File: src/rtl/core/tsd_pkg.sv
package tsd_pkg;

    localparam int IN_DATA_W  = 192;
    localparam int OUT_DATA_W = 64;
    localparam int CFG_IDX_W  = 3;
    localparam int CFG_DATA_W = 32;
    localparam int DIV_CNT_W  = 6;

    localparam logic [CFG_IDX_W-1:0] CFG_INCHES_PER_REV    = 3'd0;
    localparam logic [CFG_IDX_W-1:0] CFG_RPM_PER_VELOCITY  = 3'd1;
    localparam logic [CFG_IDX_W-1:0] CFG_POSITION_GAIN     = 3'd2;
    localparam logic [CFG_IDX_W-1:0] CFG_HEADING_GAIN      = 3'd3;
    localparam logic [CFG_IDX_W-1:0] CFG_GYRO_SCALE        = 3'd4;
    localparam logic [CFG_IDX_W-1:0] CFG_HEADING_REFERENCE = 3'd5;

    localparam logic signed [31:0] GYRO_SCALE_RESET = 32'sd65536;

    typedef enum logic [4:0] {
        S_IDLE,
        S_DECODE,
        S_START,
        S_DIV_STEP,
        S_CAP_STEP,
        S_MUL_VV,
        S_DIV_STOP,
        S_WAIT_STOP,
        S_VEL,
        S_CHECK,
        S_DIV_POS,
        S_PLAN,
        S_MT_L,
        S_MT_R,
        S_MG,
        S_MRPM,
        S_MH,
        S_ML,
        S_MR,
        S_MCAP,
        S_RES_DRIVE,
        S_RES_DONE
    } state_t;

    typedef enum logic [4:0] {
        OP_NONE,
        OP_LATCH,
        OP_START,
        OP_DIV_STEP,
        OP_CAP_STEP,
        OP_MUL_VV,
        OP_DIV_STOP,
        OP_VEL,
        OP_DIV_POS,
        OP_PLAN,
        OP_MT_L,
        OP_MT_R,
        OP_MG,
        OP_MRPM,
        OP_MH,
        OP_ML,
        OP_MR,
        OP_MCAP,
        OP_RES_DRIVE,
        OP_RES_DONE
    } dp_op_t;

    typedef struct packed {
        dp_op_t op;
    } cmd_t;

    typedef struct packed {
        logic mode;
        logic active;
        logic goal_zero;
        logic div_busy;
        logic vneg;
        logic out_free;
    } status_t;

    function automatic logic signed [31:0] sat64(input logic signed [63:0] v);
        logic signed [31:0] r;
        if (v > 64'sd2147483647)
            r = 32'sh7fffffff;
        else if (v < -64'sd2147483648)
            r = 32'sh80000000;
        else
            r = v[31:0];
        return r;
    endfunction

    function automatic logic signed [31:0] qsat(input logic signed [63:0] p);
        return sat64(p >>> 16);
    endfunction

endpackage

File: src/rtl/core/tsd_ctrl.sv
module tsd_ctrl (
    input  logic             clk,
    input  logic             rst_n,
    input  logic             s_tvalid,
    output logic             s_tready,
    input  tsd_pkg::status_t status,
    output tsd_pkg::cmd_t    cmd
);
    import tsd_pkg::*;

    state_t state_reg;
    state_t state_next;

    always_ff @(posedge clk or negedge rst_n)
    begin
        if (!rst_n)
            state_reg <= S_IDLE;
        else
            state_reg <= state_next;
    end

    always_comb
    begin
        state_next = state_reg;
        case (state_reg)
            S_IDLE:      if (s_tvalid) state_next = S_DECODE;
            S_DECODE:
            begin
                if (!status.mode)
                    state_next = S_START;
                else if (status.active)
                    state_next = S_MUL_VV;
                else
                    state_next = S_IDLE;
            end
            S_START:     state_next = status.goal_zero ? S_RES_DONE : S_DIV_STEP;
            S_DIV_STEP:  state_next = S_CAP_STEP;
            S_CAP_STEP:  state_next = S_IDLE;
            S_MUL_VV:    state_next = S_DIV_STOP;
            S_DIV_STOP:  state_next = S_WAIT_STOP;
            S_WAIT_STOP: if (!status.div_busy) state_next = S_VEL;
            S_VEL:       state_next = S_CHECK;
            S_CHECK:     state_next = status.vneg ? S_RES_DONE : S_DIV_POS;
            S_DIV_POS:   state_next = S_PLAN;
            S_PLAN:      state_next = S_MT_L;
            S_MT_L:      state_next = S_MT_R;
            S_MT_R:      state_next = S_MG;
            S_MG:        state_next = S_MRPM;
            S_MRPM:      state_next = S_MH;
            S_MH:        state_next = S_ML;
            S_ML:        state_next = S_MR;
            S_MR:        state_next = S_MCAP;
            S_MCAP:      state_next = S_RES_DRIVE;
            S_RES_DRIVE: if (status.out_free) state_next = S_IDLE;
            S_RES_DONE:  if (status.out_free) state_next = S_IDLE;
            default:     state_next = S_IDLE;
        endcase
    end

    always_comb
    begin
        cmd.op   = OP_NONE;
        s_tready = 1'b0;
        case (state_reg)
            S_IDLE:
            begin
                s_tready = 1'b1;
                if (s_tvalid) cmd.op = OP_LATCH;
            end
            S_START:     cmd.op = OP_START;
            S_DIV_STEP:  cmd.op = OP_DIV_STEP;
            S_CAP_STEP:  cmd.op = OP_CAP_STEP;
            S_MUL_VV:    cmd.op = OP_MUL_VV;
            S_DIV_STOP:  cmd.op = OP_DIV_STOP;
            S_VEL:       cmd.op = OP_VEL;
            S_DIV_POS:   cmd.op = OP_DIV_POS;
            S_PLAN:      cmd.op = OP_PLAN;
            S_MT_L:      cmd.op = OP_MT_L;
            S_MT_R:      cmd.op = OP_MT_R;
            S_MG:        cmd.op = OP_MG;
            S_MRPM:      cmd.op = OP_MRPM;
            S_MH:        cmd.op = OP_MH;
            S_ML:        cmd.op = OP_ML;
            S_MR:        cmd.op = OP_MR;
            S_MCAP:      cmd.op = OP_MCAP;
            S_RES_DRIVE: cmd.op = OP_RES_DRIVE;
            S_RES_DONE:  cmd.op = OP_RES_DONE;
            default:     cmd.op = OP_NONE;
        endcase
    end

endmodule

File: config.mk
export PLATFORM = sky130hd
export DESIGN_NAME = tsd_ctrl
export DESIGN_NICKNAME = d
export VERILOG_FILES = /design/src/rtl/core/tsd_pkg.sv /design/src/rtl/core/tsd_ctrl.sv
export SDC_FILE = /design/constraint.sdc
export NUM_CORES = 1
export LEC_CHECK = 0
export BUFFER_PORTS_ARGS = -buffer_cell sky130_fd_sc_hd__clkbuf_2
export CORE_MARGIN = 2
export CORE_UTILIZATION = 40
export DETAILED_ROUTE_END_ITERATION = 8
export PLACE_DENSITY = 0.59
export SYNTH_ARGS = -nofsm -noshare
export SYNTH_HDL_FRONTEND = slang
export SYNTH_SLANG_ARGS = --single-unit
File: constraint.sdc
create_clock -name clk -period 1.81 [get_ports clk]
set_input_delay 0 -clock clk [delete_from_list [all_inputs] [get_ports clk]]
set_output_delay 0 -clock clk [all_outputs]
set_load 0.1 [all_outputs]
# Yosys cells after proc, flatten, opt, wreduce, memory -nomap -nowiden
# Cells that the tools add are included.
# word_totals
reg_bits	5
inputBits	9
output_inout_bits	6
# op_classes
eq_ne	24
n_mux	11
reduce_logical	3
# op_table
op	count
case mux 5 bit (20 select lines)	1
case mux 5 bit (19 select lines)	1
== test 5 x 4 -> 1 bit (second input constant)	8
== test 5 bit (second input constant)	6
2-to-1 mux 5 bit	5
== test 5 x 3 -> 1 bit (second input constant)	4
== test 5 x 2 -> 1 bit (second input constant)	2
2-to-1 mux 3 bit	2
== test 5 x 1 -> 1 bit (second input constant)	1
logical NOT 5 bit	1
inequality test 2 bit (second input constant)	2
AND reduction 3 bit	1
2-to-1 mux 1 bit	2
inequality test 2 x 1 -> 1 bit (second input constant)	1
OR reduction 2 bit	1

# Longest topological paths before layout
# depth
depth_word	4
mapped_depth	5
ltp_nobuf	4

# Worst setup path before layout
# OpenSTA, ideal clock, no wires.
# synth_path
path_type	flip-flop to output port
from	register state_reg[1]
to	output cmd[0] (netlist name)
arrival_ns	3.694
required_time_ns	1.810
slack_ns	-1.884
stages_incl_launch_ff	5
path_buffers	2
path_cell_list	dfrtp_1 -> buf_6 -> buf_4 -> nor2b_1 -> nor4_1
# synth_rtl
element	line	source
start: declaration	tsd_ctrl.sv:11	state_t state_reg;
start signal: assignment	tsd_ctrl.sv:19	state_reg <= state_next;
end: declaration	tsd_ctrl.sv:7	output tsd_pkg::cmd_t cmd

==> impl_results.md <==
- CP Class: flop to primary output
- Startpoint class of the critical path: flop
- Total Wirelength: 1540 µm
- Die Y-Extent: 44.1 µm
- Status: complete, no violations
- CP Capture Point: cmd[0]
- Final setup fails: 0
- Synth cell count leaders: a21oi_1 (12), nor2_1 (7), o21ai_0 (7)
- CP Data Arrival Time: 1.71 ns
- Largest net degree at the start of global routing: 20
- Worst setup EP type: primary output
- Final Skew: 0.000953 ns
- Max FFs per register: 5
- Num Clock Sinks: 5
- Final hold vios: 0
- RePlAce Congestion: 0.772
- Top achievable clock speed: 584 MHz
- GR Util met2: 25.6%
- Top FF cell, synth: dfrtp_1
- Die W: 44.1 µm
- CP cell instances: inv_1 > a21boi_0 > nor4_4 > buf_12
- Netlist cell types: 34
- Synth top area share: 19.5%
- Clock Tree Buf Depth: 2
- Clock latency on the worst-skew pair: 0.24 ns
- Number of max-cap violations: 0
- Slew Limit Fails: 0
- Antenna violations before repair: 0
- Crit path from: state_reg[3]
- R2R cell count: 5
- # IOs: 15
- Share of cells above drive strength 1: 32.7%
- Worst path max stage delay: 0.48 ns
- Min Tclk post-route: 1.71 ns
- Fillers: 154
- Syn_nets: 97
- Grt ovf: 0
- Met3 Use GR: 3.67%
- FF-to-FF setup slack: 0.35 ns
- Setup_tns: 0 ns
- First-pass GRT wire length: 2570 µm
- Die area: 1940 µm²
- Slew headroom: 71.6%
- Final net count: 117
- Syn Inst Count: 88
- CP max stage cell: dfrtp_1
- Ys async rst share: 100%
- Ys Warns: 0
- Via density per instance: 5.89
- Post-synth EDFFs: 0
- CTS clock-pin slew for the worst setup and hold paths: 0.04 ns
- GRT busiest layer: met1
- DR WL/cell: 12.5 µm
- Post-Synthesis Cell Area: 642 µm²
- Leading post-synthesis cells by cell area: dfrtp_1 (19%), a21oi_1 (9.4%), mux2i_1 (6.2%)
- H-tree depth: 1
- Root Driver: clkbuf_4
- Syn avg cell area: 7.29 µm²
- PortBufs: 14
- DPL Wire Length: 1170 µm
- Final Cycle Share: 94.6%
- N_diodes: 0
- RSZ-0062 raised after global routing: false
- Inserted Clock Buffers: 3
- FP Rows: 14
- Count leader, synth: a21oi_1
- Initial core utilization: 42.6%
- DRC: 0
- CP required: 1.81 ns
- Drt pass-1 iters: 6
- CORE AREA: 1510 µm²
- Global-route usage over all layers: 17.4%
- Routed vias: 725
- GR Util met1: 26.3%
- Area delta synth->final: 38.8%
- Actual slew at the worst max-slew pin: 0.426 ns
- Seq cells post-synth: 5
- Area leader, netlist: dfrtp_1
- Drt initial violations: 20
- Antenna viol nets, final: 0
- Largest driver fanout on the critical path: 11
- Critical R2R Launch: state_reg[4]
- Vias in the first global route: 590
- Sequential share of the synthesized area: 19.5%
- Worst hold path class: input pin to async pin
- CTS tree: done
- Reg-to-reg endpoint: state_reg[2]
[worst max-delay path, delay by kind of cell (launching register included)]
kind | cells | cell delay [ns]
AND/OR/NAND/NOR | 1 | 0.35
AO/OA/AOI/OAI | 1 | 0.19
flip-flops | 1 | 0.48
buffers and inverters | 2 | 0.44
[worst min path at each step]
stage | startpoint | to | slack, ns
5_1_grt | rst_n | state_reg[1] | 0.15
3_5_place_dp | rst_n | state_reg[0] | -0.18
2_1_floorplan | rst_n | state_reg[0] | -0.30
4_1_cts | rst_n | state_reg[1] | 0.10
6_report | rst_n | state_reg[3] | 0.11
3_3_place_gp | rst_n | state_reg[3] | -0.18
[per-layer routing]
metal	routed length, µm	up-vias
met5	0	-
met4	0	0
met3	71	0
met2	747	24
met1	717	338
li1	-	363
[cell usage in the layout (no fill, tap or decap), drive strengths merged, types with 2 or more instances in the layout]
cell and n:
buf 16, a21oi 12, clkbuf 12, o21ai 8, nor2 7, dfrtp 5
nand2 4, nand2b 4, mux2i 4, a31oi 3, nor4 3, inv 2
xor2 2, nand3 2, a21o 2, nor3 2, nand3b 2, nor2b 2
[final cells by class]
| class | instances | area, µm² | share of cell area [%] |
|---|---|---|---|
| Timing Repair Buffer | 25 | 233 | 26.1 |
| Clock buffer | 4 | 26.3 | 2.95 |
| Multi-Input combinational cell | 71 | 477 | 53.5 |
| Inverter | 2 | 7.51 | 0.843 |
| Tap cell | 16 | 20.0 | 2.25 |
| Sequential cell | 5 | 128 | 14.3 |
[cells by family (layout without fill, tap and decap cells)]
logic type / count (synthesis) / after routing / share of synthesized area [%]
compound gates: 34 / 34 / 32.9
simple gates: 31 / 31 / 26.5
buf+inv: 12 / 31 / 12.1
flops: 5 / 5 / 19.5
mux: 4 / 4 / 6.24
xor+xnor: 2 / 2 / 2.73
[repair_timing]
item,in CTS,in global routing
setup endpoints to repair,0,2
buffers inserted,0,4
endpoints found under the hold margin,5,0
resized for setup,0,2
hold buffers,1,0
[per-stage QoR]
step / util (%) / hold slack, ns / cells / worst slack, ns / instance area, µm²
3_3_place_gp: 54.6 / -0.183 / 114 / 0.256 / 822
3_5_place_dp: 54.6 / -0.180 / 114 / 0.257 / 822
4_1_cts: 57.0 / 0.103 / 119 / 0.0131 / 858
2_1_floorplan: - / -0.296 / 88 / -0.103 / 679
6_report: 59.1 / 0.108 / 123 / 0.0981 / 891
5_1_grt: 59.1 / 0.145 / 123 / 0.000529 / 891
Power is not shown: default switching activity piles up to over one toggle a cycle in this logic, so the estimate is an artifact.
